**config.mk**
```make
export PLATFORM = sky130hd
export DESIGN_NAME = veac_fifo
export DESIGN_NICKNAME = d
export VERILOG_FILES = /design/src/hdl/veac_fifo.sv
export SDC_FILE = /design/constraint.sdc
export NUM_CORES = 1
export LEC_CHECK = 0
export BUFFER_PORTS_ARGS = -buffer_cell sky130_fd_sc_hd__buf_2
export CORE_MARGIN = 3
export CORE_UTILIZATION = 38
export DETAILED_ROUTE_END_ITERATION = 16
export SYNTH_ARGS = -nofsm -noshare
export SYNTH_HDL_FRONTEND = slang
export SYNTH_SLANG_ARGS = --single-unit
```
**constraint.sdc**
```tcl
create_clock -name clock -period 4.1 [get_ports clock]
set_clock_uncertainty 0.15 [all_clocks]
set_input_delay 0.82 -clock clock [delete_from_list [all_inputs] [get_ports clock]]
set_output_delay 0.82 -clock clock [all_outputs]
set_load 0.005 [all_outputs]
```
**src/hdl/veac_fifo.sv**
```systemverilog
// ----------------------------------------------------------------------------
// veac_fifo
// small show-ahead queue with valid/ready on both sides
// ----------------------------------------------------------------------------
module veac_fifo #(
   parameter int W     = 1,
   parameter int DEPTH = 4
) (
   input  logic         clock,
   input  logic         reset,
   input  logic         in_valid,
   output logic         in_ready,
   input  logic [W-1:0] in_data,
   output logic         out_valid,
   input  logic         out_ready,
   output logic [W-1:0] out_data
);
   localparam int AW = $clog2(DEPTH);

   logic [W-1:0]  mem_ff [DEPTH];
   logic [AW-1:0] wp_ff, wp_in;
   logic [AW-1:0] rp_ff, rp_in;
   logic [AW:0]   cnt_ff, cnt_in;
   logic          push, pop;

   assign in_ready  = cnt_ff != (AW+1)'(DEPTH);
   assign out_valid = cnt_ff != '0;
   assign out_data  = mem_ff[rp_ff];
   assign push      = in_valid && in_ready;
   assign pop       = out_valid && out_ready;

   always_comb begin
      wp_in  = push ? wp_ff + 1'b1 : wp_ff;
      rp_in  = pop ? rp_ff + 1'b1 : rp_ff;
      cnt_in = cnt_ff + (AW+1)'(push) - (AW+1)'(pop);
   end

   always_ff @(posedge clock) begin
      if (reset) begin
         wp_ff  <= '0;
         rp_ff  <= '0;
         cnt_ff <= '0;
      end else begin
         wp_ff  <= wp_in;
         rp_ff  <= rp_in;
         cnt_ff <= cnt_in;
      end
   end

   always_ff @(posedge clock) begin
      if (push) begin
         mem_ff[wp_ff] <= in_data;
      end
   end

   a_cnt_bound: assert property (@(posedge clock) disable iff (reset)
      cnt_ff <= (AW+1)'(DEPTH))
      else $error("queue count beyond depth");
endmodule

```
# [Word-level counts from Yosys, hierarchy flattened]
# Memory sizes are Yosys's and may differ from the RTL's. A register that Yosys moved wholly into a read port is not among the register bits.
# Index checks and enable logic that the tools add are counted.
[totals] n_memories=1 inputBits=5 word_cells=16 ramBits=4 regBits=7
[mem_list] memory="mem_ff" words=4 word_bits=1 read_ports=1 rd_ports_with_merged_regs=1 write_ports=1 line_no="20" rtl="logic [W-1:0] mem_ff [DEPTH];"
[op_classes] eq_ne=1 add_sub_neg=4 mux=4 n_reduce_logical=3
[ops] op="$add 2x1->2 const B" n=2
[ops] op="$mux 2" n=2
[ops] op="$add 3x1->3" n=1
[ops] op="$ne 3x3->1 const B" n=1
[ops] op="$reduce_bool 3->1" n=1
[ops] op="$sub 3x1->3" n=1
[ops] op="$logic_and 1x1->1" n=2
[ops] op="$mux 1" n=2

# [Longest topological paths before layout]
[logic_depth] depth_word=4 depth_mapped=11 mapped_depth_nobuf=11

# [Least setup slack after synthesis]
# Ideal clock, no wire load.
[synth_path] path_kind="input-to-reg" from="in in_valid" to="reg cnt_ff[2]" arrival_time_ps=2340 cell_stages=10 setup_slack_ps=1536 n_path_buf=0 path_cell_list="a21boi_4 > inv_1 > ha_1 > inv_1 > ha_1 > inv_1 > fa_1 > xor2_1 > and2_1 > nor3_2"
[synth_between] elab_chain_cells=3
[synth_rtl] element="start, declared" line_no="11" rtl="input logic in_valid,"
[synth_rtl] element="$logic_and 1x1->1" line_no="29" rtl="assign push = in_valid && in_ready;"
[synth_rtl] element="$add 3x1->3" line_no="35" rtl="cnt_in = cnt_ff + (AW+1)'(push) - (AW+1)'(pop);"
[synth_rtl] element="$sub 3x1->3" line_no="35"
[synth_rtl] element="end signal, assigned" line_no="46" rtl="cnt_ff <= cnt_in;"
[synth_rtl] element="end, declared" line_no="23" rtl="logic [AW:0] cnt_ff, cnt_in;"
# Every way passes these cells.
# A chain may end at the register's enable or synchronous reset.

# [Worst setup path in the final report]
# Same ends and word-level chain as after synthesis.

==> impl_results.md <==
* Status: finished clean
* Unrepaired setup endpoints after global routing: false
* Overflow left after global routing at 0
* Diodes inserted at 0
* Syn_area_per_cell at 11.9 µm²
* Clk slew on worst S/H paths at 80 ps
* Area of combinational cells with multiple inputs at 318 µm²
* Final critical-path share of the clock period at 0.603
* Layout Nets at 77
* Slowest cell on the critical path: fa_1
* Top FF cell, synth: dfxtp_1
* Clock root buffer: clkbuf_4
* Worst reg2reg path startpoint: cnt_ff[1]
* Pin slew with the least headroom to its limit at 284 ps
* Initial cell density of the core at 0.416
* Cells taking the most area after synthesis: dfxtp_1, edfxtp_1, ha_1, and2_1, nor2_1
* Filler cell count at approximately 150
* Clock Latency Late Sink at 270 ps
* Sequential cell area in the final layout at 300 µm²
* Accumulated negative setup slack at 0 ps
* Chip Height at 47.1 µm
* Highest ir drop seen on vdd at between 0.0003 and 0.0004 V
* Count of endpoints failing hold in the final timing report at 0
* Category of the most critical setup path: input pin to flip-flop
* Post-Syn Area at 641 µm²
* Wire length of the first global-routing pass at 1.39 mm
* Post-route insts no fill at 80
* Worst R2R Setup Slack at 1680 ps
* CTS H-tree lvls at 1
* Max transition margin at 0.808
* Count of warnings emitted by yosys at 0
* Proportion of netlist area held by the largest area contributor at 0.281
* Most used routing layer in global routing: met1
* Layout overhead on the synthesized area at 12.1%
* Placeable core area at 1540 µm²
* Drt first pass iters at 3
* Post-Syn Nets at 66
* Total I/O pin count at 8
* Endpoint kind of the worst setup timing path: flip-flop
* Worst Path Required at 4160 ps
* Max-Cap Viols at 0
* Drt wl/cell at 11.1 µm
* CTS Buffer Depth at 2
* Total Routing Usage GR at 0.0970
* Number of sinks on the clock net at 13
* Endpoint of the worst-slack reg-to-reg timing path: cnt_ff[2]
* Pins over their slew limit at 0
* Max FO, Critical Path at 7
* Number of placed instances, taps included at 76
* WL final at 885 µm
* Via-to-Cell Ratio at 4.64
* Count leader, synth: dfxtp_1
* Final routed DRC violation total at 0
* Die area at 2210 µm²
* Number of instances resized during post-cts repair at 0
* Worst path buffer plus inverter count at 4
* Post-route minimum period at 2470 ps
* Part of the Yosys area used for sequential elements at 0.469
* Number of distinct library cells after synthesis at 22
* Critical path destination: cnt_ff[2]
* Number of buffers inserted for hold repair after clock tree synthesis at 0
* Met1 track utilization from global routing at 0.129
* Fraction of layout cells with a size suffix above 1 at 0.281
* Leakage component of the power at between 0.3 and 0.4 nW
* Max Clock Freq at 405 MHz
* Crit-path leading delay family: adder cells
* Critical path, cell by cell: buf_2 -> a21boi_4 -> inv_1 -> ha_1 -> inv_1 -> ha_1 -> inv_1 -> fa_1 -> xor2_1 -> and2_1 -> nor3_2
* Max incr delay on CP at 370 ps
* Final weighted congestion in routability-driven placement at between 0.6 and 0.7
* Crit. Startpoint: in_valid
* Type of the worst min-delay path: flip-flop to flip-flop
* Die extent in x at 47.1 µm
* Final hold slack at about 370 ps
* Setup violators final at 0
* Number of placement rows at 14
* Number of antenna violations at the first check in global routing at 0
* Startpoint kind of the worst setup timing path: input pin
* TritonCTS clock tree: built
* Number of global-route vias before repair at 322
* Met2 usage at 0.122
* Number of flops mapped to enable cells by yosys at 4
* Number of storage elements in the synthesis netlist at 13
* Mapped Cells at 54
* Cell with the most instances on the worst path: inv_1
* Postcts setup bufs at 0
* Number of design-rule violations left by the first detailed-router iteration at 3
* Clock buffer count from CTS at 3
* Pin count of the biggest net entering global routing at 11
* Most used standard cells in the synthesized netlist: dfxtp_1, nor2_1, ha_1
* Number of buffers added on ports at 7
* Total number of vias at 371
* R2R cell count at 11
* Number of nets with antenna violations after detailed routing at 0
* Biggest area consumer among synthesized cells: dfxtp_1
* Total power divided by cell area at 653 nW/µm²
* GR met3 Demand/Resource at 0.0805
* Worst endpoint data arrival time at 2530 ps
* Crit path depth at 11
* FFs w/ async S/R, synth at 0
==> cells in the final DEF, fill, tap and decap left out, drive strengths merged <==
master	instances
o311ai	1
or3	1
xor2	2
nor2	8
clkbuf	4
edfxtp	4
nand2	1
and2	5
nand2b	2
mux2	1
xnor2	1
o31a	1
dfxtp	9
ha	6
nor2b	1
a21boi	1
inv	5
mux2i	1
nor3	1
buf	7
fa	1
mux4	1
==> layout make-up <==
type / instances / area share
well taps: 16 / 0.0279
flip-flops and latches: 13 / 0.418
inverters: 5 / 0.0261
multi-input cells: 35 / 0.443
clock buffers: 4 / 0.0366
repair buffers: 7 / 0.0488
==> kinds of logic after synthesis <==
logic type                 after synthesis  synth area share
AOI/OAI and AO/OA                        3            0.0586
DFF                                     13             0.469
buffers and inverters                    6            0.0352
xor gates and xnor gates                 3            0.0527
and+or+nand+nor                         19             0.162
adders and majority gates                7             0.148
muxes                                    3            0.0742
==> how the worst min path moves through the flow <==
stage	from	to	slack, ps	cells after the start
after global routing	wp_ff[1]	wp_ff[1]	400	2
final	wp_ff[1]	wp_ff[1]	370	2
after detailed placement	wp_ff[1]	wp_ff[1]	360	2
after global placement	wp_ff[1]	wp_ff[1]	350	2
after CTS	wp_ff[1]	wp_ff[1]	370	2
after floorplan	wp_ff[1]	wp_ff[1]	330	2
==> worst min-delay path, stage by stage, from the launching register on <==
cell and delay, ps:
dfxtp_1 340, nand2b_1 70, mux2i_1 60
==> power by group <==
| part | switching, mW | leakage (nW) | internal [mW] | total [mW] |
|---|---|---|---|---|
| registers | 0.0404 | 0.111 | 0.170 | 0.210 |
| logic | 0.0820 | 0.186 | 0.0981 | 0.180 |
| clock network | 0.0409 | 0.0150 | 0.0377 | 0.0786 |
==> per-layer routing <==
layer	share of wire	vias to the layer above
li1	-	196
met1	0.52	165
met2	0.41	10
met3	0.071	0
met4	0	0
met5	0	-
==> metrics by stage <==
step,power [mW],setup slack [ps],instance area [µm²],util
floorplan,0.351,1540,641,-
global placement,0.392,1370,692,0.449
detailed placement,0.395,1340,692,0.449
CTS,0.477,1630,718,0.466
global route,0.515,1500,718,0.466
finish,0.469,1630,718,0.466
No activity file was read; power rests on OpenSTA's default activity.
