### src/hdl/veac_pkg.sv
// ----------------------------------------------------------------------------
// veac_pkg
// shared types, constants and helpers of the voronoi edge classifier
// ----------------------------------------------------------------------------
package veac_pkg;

   localparam int COORD_WIDTH          = 32;
   localparam int FRAC_BITS            = 16;
   localparam int RSQ_WIDTH            = 63;
   localparam int CSR_INDEX_WIDTH      = 3;
   localparam int CSR_DATA_WIDTH       = RSQ_WIDTH;
   localparam int DEFAULT_NUM_CIRCLES  = 3;
   localparam int MAX_CIRCLES          = 3;

   localparam int DIFF_W = COORD_WIDTH + 1;
   localparam int PROD_W = 2 * DIFF_W;
   localparam int VAL_W  = (2 * COORD_WIDTH + 4 > RSQ_WIDTH + 2) ?
                           2 * COORD_WIDTH + 4 : RSQ_WIDTH + 2;

   localparam int MUL_CHUNK  = 23;
   localparam int MUL_LAT    = 5;
   localparam int CIRCLE_LAT = 4 + MUL_LAT + 2;

   localparam int QUEUE_DEPTH = 4;
   localparam int OQ_DEPTH    = 16;

   typedef enum logic [CSR_INDEX_WIDTH-1:0] {
      REG_OWN_X = 3'd0,
      REG_OWN_Y = 3'd1,
      REG_OLD_X = 3'd2,
      REG_OLD_Y = 3'd3,
      REG_NEW_X = 3'd4,
      REG_NEW_Y = 3'd5,
      REG_RSQ   = 3'd6
   } csr_index_type;

   typedef enum logic [1:0] {
      KIND_SEG  = 2'd0,
      KIND_RAY  = 2'd1,
      KIND_FULL = 2'd2
   } edge_kind_type;

   typedef logic signed [COORD_WIDTH-1:0] coord_type;
   typedef logic signed [DIFF_W-1:0]      diff_type;
   typedef logic signed [PROD_W-1:0]      prod_type;
   typedef logic signed [VAL_W-1:0]       val_type;
   typedef logic signed [2*VAL_W:0]       wprod_type;
   typedef logic signed [2*VAL_W+1:0]     disc_type;
   typedef logic [RSQ_WIDTH-1:0]          rsq_type;

   typedef struct packed {
      coord_type     lx;
      coord_type     ly;
      coord_type     rx;
      coord_type     ry;
      coord_type     a;
      coord_type     b;
      coord_type     c;
      coord_type     sx;
      coord_type     sy;
      diff_type      dx;
      diff_type      dy;
      logic          hl;
      logic          hr;
      logic          sel_l;
      logic          lself;
      logic          rself;
      edge_kind_type kind;
   } item_type;

   localparam int ITEM_W = $bits(item_type);

   typedef struct packed {
      coord_type own_x;
      coord_type own_y;
      coord_type old_x;
      coord_type old_y;
      coord_type new_x;
      coord_type new_y;
      rsq_type   rsq;
      logic      disc_on;
   } cfg_type;

   typedef struct packed {
      logic hit;
      logic l_in;
      logic r_in;
   } hit_type;

   typedef struct packed {
      logic inner_own;
      logic inner_old;
      logic inner_new;
      logic outer_edge;
      logic left_enclosing;
      logic right_enclosing;
   } result_type;

   localparam int RESULT_W = $bits(result_type);

   function automatic diff_type ext_d(coord_type v);
      return {v[COORD_WIDTH-1], v};
   endfunction

endpackage

### src/hdl/veac_req_if.sv
// ----------------------------------------------------------------------------
// veac_req_if
// edge item channel: valid, ready and the edge fields
// ----------------------------------------------------------------------------
interface veac_req_if import veac_pkg::*; ();
   logic      valid;
   logic      ready;
   coord_type left_x;
   coord_type left_y;
   coord_type right_x;
   coord_type right_y;
   logic      has_left;
   logic      has_right;
   coord_type coef_a;
   coord_type coef_b;
   coord_type coef_c;
   logic      left_is_self;
   logic      right_is_self;

   modport source (
      output valid, left_x, left_y, right_x, right_y, has_left, has_right,
             coef_a, coef_b, coef_c, left_is_self, right_is_self,
      input  ready
   );

   modport sink (
      input  valid, left_x, left_y, right_x, right_y, has_left, has_right,
             coef_a, coef_b, coef_c, left_is_self, right_is_self,
      output ready
   );
endinterface

### src/hdl/veac_front.sv
// ----------------------------------------------------------------------------
// veac_front
// accepts edge items and sorts them into segment, ray or full line
// ----------------------------------------------------------------------------
module veac_front import veac_pkg::*; (
   input  logic     clock,
   input  logic     reset,
   veac_req_if.sink req,
   output item_type item,
   output logic     item_valid,
   input  logic     item_ready
);
   item_type fe_item_ff, fe_item_in;
   logic     fe_valid_ff;
   logic     accept;
   logic     flip;

   assign req.ready  = !fe_valid_ff || item_ready;
   assign accept     = req.valid && req.ready;
   assign item       = fe_item_ff;
   assign item_valid = fe_valid_ff;

   always_comb begin
      fe_item_in       = '0;
      fe_item_in.lx    = req.left_x;
      fe_item_in.ly    = req.left_y;
      fe_item_in.rx    = req.right_x;
      fe_item_in.ry    = req.right_y;
      fe_item_in.a     = req.coef_a;
      fe_item_in.b     = req.coef_b;
      fe_item_in.c     = req.coef_c;
      fe_item_in.hl    = req.has_left;
      fe_item_in.hr    = req.has_right;
      fe_item_in.lself = req.left_is_self;
      fe_item_in.rself = req.right_is_self;
      fe_item_in.sel_l = req.has_left;
      fe_item_in.sx    = req.has_left ? req.left_x : req.right_x;
      fe_item_in.sy    = req.has_left ? req.left_y : req.right_y;
      // ray direction points to +x from a left end, to -x from a right end
      flip = req.has_left ? req.coef_b[COORD_WIDTH-1] : !req.coef_b[COORD_WIDTH-1];
      if (req.has_left && req.has_right) begin
         fe_item_in.kind = KIND_SEG;
         fe_item_in.dx   = ext_d(req.right_x) - ext_d(req.left_x);
         fe_item_in.dy   = ext_d(req.right_y) - ext_d(req.left_y);
      end else if (req.has_left || req.has_right) begin
         fe_item_in.kind = KIND_RAY;
         fe_item_in.dx   = flip ? -ext_d(req.coef_b) : ext_d(req.coef_b);
         fe_item_in.dy   = flip ? ext_d(req.coef_a) : -ext_d(req.coef_a);
      end else begin
         fe_item_in.kind = KIND_FULL;
      end
   end

   always_ff @(posedge clock) begin
      if (reset) begin
         fe_valid_ff <= 1'b0;
      end else if (accept) begin
         fe_valid_ff <= 1'b1;
      end else if (item_ready) begin
         fe_valid_ff <= 1'b0;
      end
   end

   always_ff @(posedge clock) begin
      if (accept) begin
         fe_item_ff <= fe_item_in;
      end
   end
endmodule

### src/flat_wrapper.sv
// flat-port wrapper written by rule: the top's interface ports become plain ports
module veac_front_flat import veac_pkg::*;
  (clock, reset, item, item_valid, item_ready, req_valid, req_left_x, req_left_y, req_right_x, req_right_y, req_has_left, req_has_right, req_coef_a, req_coef_b, req_coef_c, req_left_is_self, req_right_is_self, req_ready);
  veac_req_if req_i ();
  input  logic clock;
  input  logic reset;
  output item_type item;
  output logic item_valid;
  input  logic item_ready;
  input wire logic [$bits(req_i.valid)-1:0] req_valid;
  input wire logic [$bits(req_i.left_x)-1:0] req_left_x;
  input wire logic [$bits(req_i.left_y)-1:0] req_left_y;
  input wire logic [$bits(req_i.right_x)-1:0] req_right_x;
  input wire logic [$bits(req_i.right_y)-1:0] req_right_y;
  input wire logic [$bits(req_i.has_left)-1:0] req_has_left;
  input wire logic [$bits(req_i.has_right)-1:0] req_has_right;
  input wire logic [$bits(req_i.coef_a)-1:0] req_coef_a;
  input wire logic [$bits(req_i.coef_b)-1:0] req_coef_b;
  input wire logic [$bits(req_i.coef_c)-1:0] req_coef_c;
  input wire logic [$bits(req_i.left_is_self)-1:0] req_left_is_self;
  input wire logic [$bits(req_i.right_is_self)-1:0] req_right_is_self;
  output wire logic [$bits(req_i.ready)-1:0] req_ready;
  assign req_i.valid = req_valid;
  assign req_i.left_x = req_left_x;
  assign req_i.left_y = req_left_y;
  assign req_i.right_x = req_right_x;
  assign req_i.right_y = req_right_y;
  assign req_i.has_left = req_has_left;
  assign req_i.has_right = req_has_right;
  assign req_i.coef_a = req_coef_a;
  assign req_i.coef_b = req_coef_b;
  assign req_i.coef_c = req_coef_c;
  assign req_i.left_is_self = req_left_is_self;
  assign req_i.right_is_self = req_right_is_self;
  assign req_ready = req_i.ready;
  veac_front u_core (.clock(clock), .reset(reset), .req(req_i), .item(item), .item_valid(item_valid), .item_ready(item_ready));
endmodule
### config.mk
export PLATFORM = sky130hd
export DESIGN_NAME = veac_front_flat
export DESIGN_NICKNAME = d
export VERILOG_FILES = /design/src/hdl/veac_pkg.sv /design/src/hdl/veac_req_if.sv /design/src/hdl/veac_front.sv /design/src/flat_wrapper.sv
export SDC_FILE = /design/constraint.sdc
export NUM_CORES = 1
export LEC_CHECK = 0
export BUFFER_PORTS_ARGS = -buffer_cell sky130_fd_sc_hd__buf_2
export CORE_AREA = 2 2 234 236
export CTS_BUF_LIST = sky130_fd_sc_hd__clkbuf_8
export CTS_CLUSTER_DIAMETER = 50
export DETAILED_ROUTE_END_ITERATION = 6
export DIE_AREA = 0 0 236 238
export GPL_TIMING_DRIVEN = 0
export PLACE_DENSITY = 0.55
export SYNTH_ARGS = -nofsm -noshare
export SYNTH_HDL_FRONTEND = slang
export SYNTH_SLANG_ARGS = --single-unit
### constraint.sdc
create_clock -name clock -period 16.1 [get_ports clock]
set_input_delay 1.61 -clock clock [delete_from_list [all_inputs] [get_ports clock]]
set_output_delay 1.61 -clock clock [all_outputs]
set_load 0.1 [all_outputs]
# Word level (Yosys, flattened, before mapping)
# Index checks and enable logic that the tools add are counted.
# Widths: inputs -> output; s select.
[totals]
reg_bits = 361
in_bits = 232
output_inout_bits = 363
[op_classes]
add_sub_neg = 4
n_mux = 10
reduce_logical = 7
[op_table]
columns = ["op", "n"]
rows = [
  ["$mux 66", 2],
  ["$mux 33", 2],
  ["$neg 32->33", 2],
  ["$sub 32x32->33", 2],
  ["$mux 32", 2],
  ["$mux 1", 3],
  ["$logic_and 1x1->1", 2],
  ["$logic_not 1->1", 2],
  ["$logic_or 1x1->1", 2],
  ["$mux 2", 1],
  ["$reduce_bool 2->1", 1],
]

# Depth between registers and ports, before layout
[depth]
word_depth = 5
mapped_depth = 12

# Least setup slack after synthesis
# Ideal clock, no wire load.
[synth_path]
kind = "in2reg"
startpoint = "input port item_ready"
endpoint = "register u_core.fe_item_ff (netlist bit u_core.item[0]), enable pin"
setup_ns = 0.766
t_arrival_ns = 10.638
required_ns = 15.334
slack_ns = 4.696
cell_stages = 2
cell_sequence = "nand2b_1 and2_1"
[synth_via]
elab_chain_cells = 2
[synth_rtl]
columns = ["element", "line_no", "rtl"]
rows = [
  ["start, declared", "flat_wrapper.sv:9", "input logic item_ready;"],
  ["$logic_or 1x1->1", "veac_front.sv:18", "assign req.ready = !fe_valid_ff || item_ready;"],
  ["$logic_and 1x1->1", "veac_front.sv:19", "assign accept = req.valid && req.ready;"],
  ["via u_core.accept", "veac_front.sv:15", "logic accept;"],
  ["end signal, assigned", "veac_front.sv:66", "fe_item_ff <= fe_item_in;"],
  ["end, declared", "veac_front.sv:13", "item_type fe_item_ff, fe_item_in;"],
]
# The timed path passes the listed nets, and every way through them passes these cells.
# A chain may end at the register's enable or synchronous reset.

==> flow_summary.rst <==
.. list-table::
   :header-rows: 1

   * - Metric
     - Value
   * - Run status
     - finished clean
   * - H-tree levels
     - 3
   * - First DRT Iteration DRCs
     - between 1000 and 1500
   * - Time the final worst path needs with I/O delays and setup
     - 4500 ps
   * - Number of sinks on the clock net
     - 361
   * - Cell family with most CP delay
     - compound AO/OA/AOI/OAI gates
   * - TritonCTS Buffers
     - 70
   * - Worst-Skew Late Latency
     - ~650 ps
   * - Global-route usage over all layers
     - between 20 and 25%
   * - Critical path buffer and inverter count
     - 2
   * - Mean instance size in the synthesized netlist
     - 12.6 sq um
   * - Die Footprint
     - around 0.056 sq mm
   * - Fill cell count
     - 5171
   * - Tcrit/Tclk final
     - between 20% and 30%
   * - Share of final-layout standard cells stronger than drive strength 1
     - 37.3%
   * - Max-cap violations
     - 0
   * - Flip-flop and latch count after synthesis
     - roughly 360
   * - Depth of the most critical reg-to-reg path
     - 5
   * - Fraction of post-synthesis cell area in the top cell type by area
     - between 60% and 70%
   * - Worst min-delay path class
     - flip-flop to flip-flop
   * - Share of flip-flops with an asynchronous set or reset
     - 0%
   * - Largest fanout on the critical path
     - 4
   * - Cell area after synthesis
     - around 0.018 sq mm
   * - Number of placement rows
     - 85
   * - Cell seen most often among critical-path stages
     - sky130_fd_sc_hd__o21bai_1
   * - First-pass detailed-route iteration total
     - 5
   * - RR Endpoint
     - u_core.item[288]
   * - Synthesized net count
     - between 1500 and 2000
   * - Root Buffer Master
     - sky130_fd_sc_hd__clkbuf_8
   * - Detailed-route wire length per cell
     - around 23 um
   * - Number of slew-limit violations in the final report
     - 0
   * - Total power divided by cell area
     - roughly 130 mW/mm^2
   * - Peak clock frequency supported by timing
     - 222 MHz
   * - Chip width
     - around 240 um
   * - Via count of the first global-routing pass
     - ~14000
   * - Crit path DAT
     - ~4800 ps
   * - Clock-pin slew on the worst setup and hold paths
     - 50 ps
   * - Slew HR
     - 16.6%
   * - Number of antenna violations at the first check in global routing
     - 6
   * - Hold Fails Final Rpt
     - 0
   * - Hold buffers post-CTS
     - 0
   * - Minimum setup slack among reg-to-reg paths
     - about 14000 ps
   * - Final estimated routing congestion in global placement
     - about 0.88
   * - Biggest area consumer among synthesized cells
     - sky130_fd_sc_hd__edfxtp_1
   * - Number of placed I/O pins
     - roughly 600
   * - DRT Wirelength
     - 63900 um
   * - Worst reg2reg path startpoint
     - u_core.item_valid
   * - Pin count of the biggest net entering global routing
     - 74
   * - Die height
     - 238 um
   * - TritonCTS clock tree
     - built
   * - Delay of the slowest cell on the worst path
     - about 750 ps
   * - Startpoint type of the worst setup path
     - input pin
   * - Commonest cells after routing, fill and taps aside
     - sky130_fd_sc_hd__buf_2 (598), sky130_fd_sc_hd__edfxtp_1 (360), sky130_fd_sc_hd__inv_1 (104), sky130_fd_sc_hd__a21oi_1 (95), sky130_fd_sc_hd__o21ai_0 (81)
   * - Combined flip-flop and latch cell area
     - 0.0108 sq mm
   * - Destination of the worst hold path
     - u_core.item_valid
   * - Layout-stage area growth over the synthesis result
     - 30.2%
   * - Number of port buffers
     - 594
   * - Highest ir drop seen on vdd
     - between 0.08 and 0.09 mV
   * - Sequential area share after synthesis
     - between 60% and 70%
   * - Critical path required time
     - 16410 ps
   * - Setup repair after global routing missed its margin
     - false
   * - Number of buffers between clock root and the deepest sink
     - 3
   * - Yosys warning total
     - 0
   * - Synth area leaders
     - sky130_fd_sc_hd__edfxtp_1 (61%), sky130_fd_sc_hd__ha_1 (4.6%), sky130_fd_sc_hd__mux2_2 (3.9%)
   * - Aggregate global routing overflow
     - 0
   * - Setup violations, final
     - 0
   * - Hold path depth
     - 2
   * - Category of the critical setup timing path
     - input pin to flip-flop
   * - DP HPWL
     - a little under 50000 um
   * - Post-route insts no fill
     - 2827
   * - Area occupied by multi-input gates
     - 0.00635 sq mm
   * - Count of flip-flops with a built-in enable after synthesis
     - between 300 and 400
   * - Commonest non-fill, non-tap cell in the layout
     - sky130_fd_sc_hd__buf_2
   * - Clock skew after layout
     - 44.3 ps
   * - Primary flip-flop cell chosen by synthesis mapping
     - sky130_fd_sc_hd__edfxtp_1
   * - Pleak
     - 9.69 nW
   * - Number of remaining DRC errors
     - 0
   * - Worst-case hold slack
     - 516 ps
   * - Start point of the worst min-delay path
     - u_core.item_valid
   * - Wire length of the first global-routing pass
     - 92100 um
   * - Area of the placeable core
     - roughly 0.053 sq mm
   * - Antenna-violating nets left
     - 0
   * - Cell count after synthesis
     - ~1400
   * - Slew at the pin closest to its max-slew limit
     - approximately 1300 ps
   * - Initial Util
     - roughly 33%
   * - Number of vias after detailed routing
     - between 10000 and 15000
   * - Count of placed standard cells including taps
     - 2701
   * - Cell type of the slowest stage on the worst timing path
     - sky130_fd_sc_hd__a311oi_1
   * - Number of cells upsized or downsized after cts
     - 0
   * - Crit path cell chain
     - buf_2 > inv_1 > ha_1 > fa_1 > nand2b_1 > a21oi_1 > a211oi_1 > a311oi_1 > nor2_1 > o21bai_1 > xnor2_1 > o22ai_1 > o21bai_1
   * - Average vias per placed instance
     - 5.10
   * - Number of buffers inserted to repair setup after CTS
     - 0
   * - Layout net count
     - 2377
   * - Sum of negative setup slack
     - 0 ps
   * - Category of the worst setup path capture point
     - flip-flop
   * - Number of library cell types mapped by synthesis
     - 86
## power by group
group          internal [W]  switching (W)  total [W]
sequential          0.00112      0.0000155    0.00113
combinational      0.000174       0.000706   0.000881
clock              0.000507       0.000412   0.000919
total               0.00180        0.00113    0.00293
## tightest hold or removal path, stage by stage (launching register included)
cell and delay, ps:
sky130_fd_sc_hd__dfxtp_1 300, sky130_fd_sc_hd__nand2b_1 100, sky130_fd_sc_hd__a21oi_1 70
## cell families (layout without fill, tap and decap cells)
group / after synthesis / count (layout) / share of synthesized area, %
DFF: 361 / 361 / 60.9
AOI/OAI and AO/OA: 367 / 367 / 13.4
xor gates and xnor gates: 100 / 100 / 4.97
and+or+nand+nor: 295 / 295 / 8.26
adders and majority gates: 68 / 68 / 4.87
other: 0 / 4 / 0
buffers and inverters: 147 / 868 / 3.31
muxes: 68 / 68 / 4.27
## state kept, by name (all words and copies together) (netlist names)
| name | flops |
|---|---|
| u_core.item | 360 |
| u_core.item_valid | 1 |
## worst max-delay path by stage
stage,startpoint,to,depth (start not counted)
5_1_grt,req_right_x[0],u_core.item[62],13
2_1_floorplan,item_ready,u_core.item[0],2
4_1_cts,req_right_x[0],u_core.item[62],13
6_report,req_right_x[0],u_core.item[62],13
3_3_place_gp,item_ready,u_core.item[146],3
3_5_place_dp,req_right_x[0],u_core.item[62],13
## routing by layer
metal	GRT usage, %	wire length, um
met1	28.2	26400
met2	36.9	31000
met3	5.54	4880
met4	7.55	1560
met5	0	13
## area by class of cell
class                      instances  area share (%)
antenna                            4          0.0433
buffer                            59            1.11
clock buffer                      70            4.16
clock inverter                    52            1.80
inverter                          88            1.43
multi-input combinational        898            27.5
sequential                       361            46.8
tap                              696            3.76
timing repair buffer             599            13.4
## cell usage after synthesis, types with 4 or more instances
| cell type | count |
|---|---|
| sky130_fd_sc_hd__nor2b_1 | 7 |
| sky130_fd_sc_hd__o21ai_1 | 9 |
| sky130_fd_sc_hd__or4_1 | 4 |
| sky130_fd_sc_hd__nand2b_1 | 12 |
| sky130_fd_sc_hd__a31oi_1 | 10 |
| sky130_fd_sc_hd__nand2_1 | 75 |
| sky130_fd_sc_hd__o21bai_1 | 7 |
| sky130_fd_sc_hd__o22ai_1 | 23 |
| sky130_fd_sc_hd__o211ai_1 | 22 |
| sky130_fd_sc_hd__o41ai_1 | 6 |
| sky130_fd_sc_hd__inv_1 | 86 |
| sky130_fd_sc_hd__edfxtp_1 | 360 |
| sky130_fd_sc_hd__a21oi_1 | 95 |
| sky130_fd_sc_hd__o31ai_1 | 14 |
| sky130_fd_sc_hd__clkbuf_1 | 46 |
| sky130_fd_sc_hd__o221ai_1 | 5 |
| sky130_fd_sc_hd__o21ai_0 | 81 |
| sky130_fd_sc_hd__buf_2 | 4 |
| sky130_fd_sc_hd__mux2i_1 | 6 |
| sky130_fd_sc_hd__nor3_1 | 28 |
| sky130_fd_sc_hd__buf_1 | 4 |
| sky130_fd_sc_hd__a22o_1 | 5 |
| sky130_fd_sc_hd__a211oi_1 | 7 |
| sky130_fd_sc_hd__nor2_1 | 79 |
| sky130_fd_sc_hd__a21o_1 | 31 |
| sky130_fd_sc_hd__nand4_1 | 22 |
| sky130_fd_sc_hd__o21a_1 | 14 |
| sky130_fd_sc_hd__and3_1 | 7 |
| sky130_fd_sc_hd__mux2_2 | 62 |
| sky130_fd_sc_hd__nand3_1 | 19 |
| sky130_fd_sc_hd__or3_1 | 10 |
| sky130_fd_sc_hd__and2_1 | 5 |
| sky130_fd_sc_hd__ha_1 | 66 |
| sky130_fd_sc_hd__xor2_1 | 49 |
| sky130_fd_sc_hd__xnor2_1 | 50 |
| sky130_fd_sc_hd__nor4_1 | 7 |
## stage by stage
stage | area [sq um] | util [%] | worst slack, ps | total power (W)
2_1_floorplan | 17800 | - | 4700 | 0.00185
3_3_place_gp | 21600 | 40.4 | 1870 | 0.00205
3_5_place_dp | 21800 | 40.7 | 10960 | 0.00203
4_1_cts | 23100 | 43.2 | 11660 | 0.00297
5_1_grt | 23100 | 43.3 | 11400 | 0.00305
6_report | 23100 | 43.3 | 11600 | 0.00293
Power figures use the tool's default switching activity.
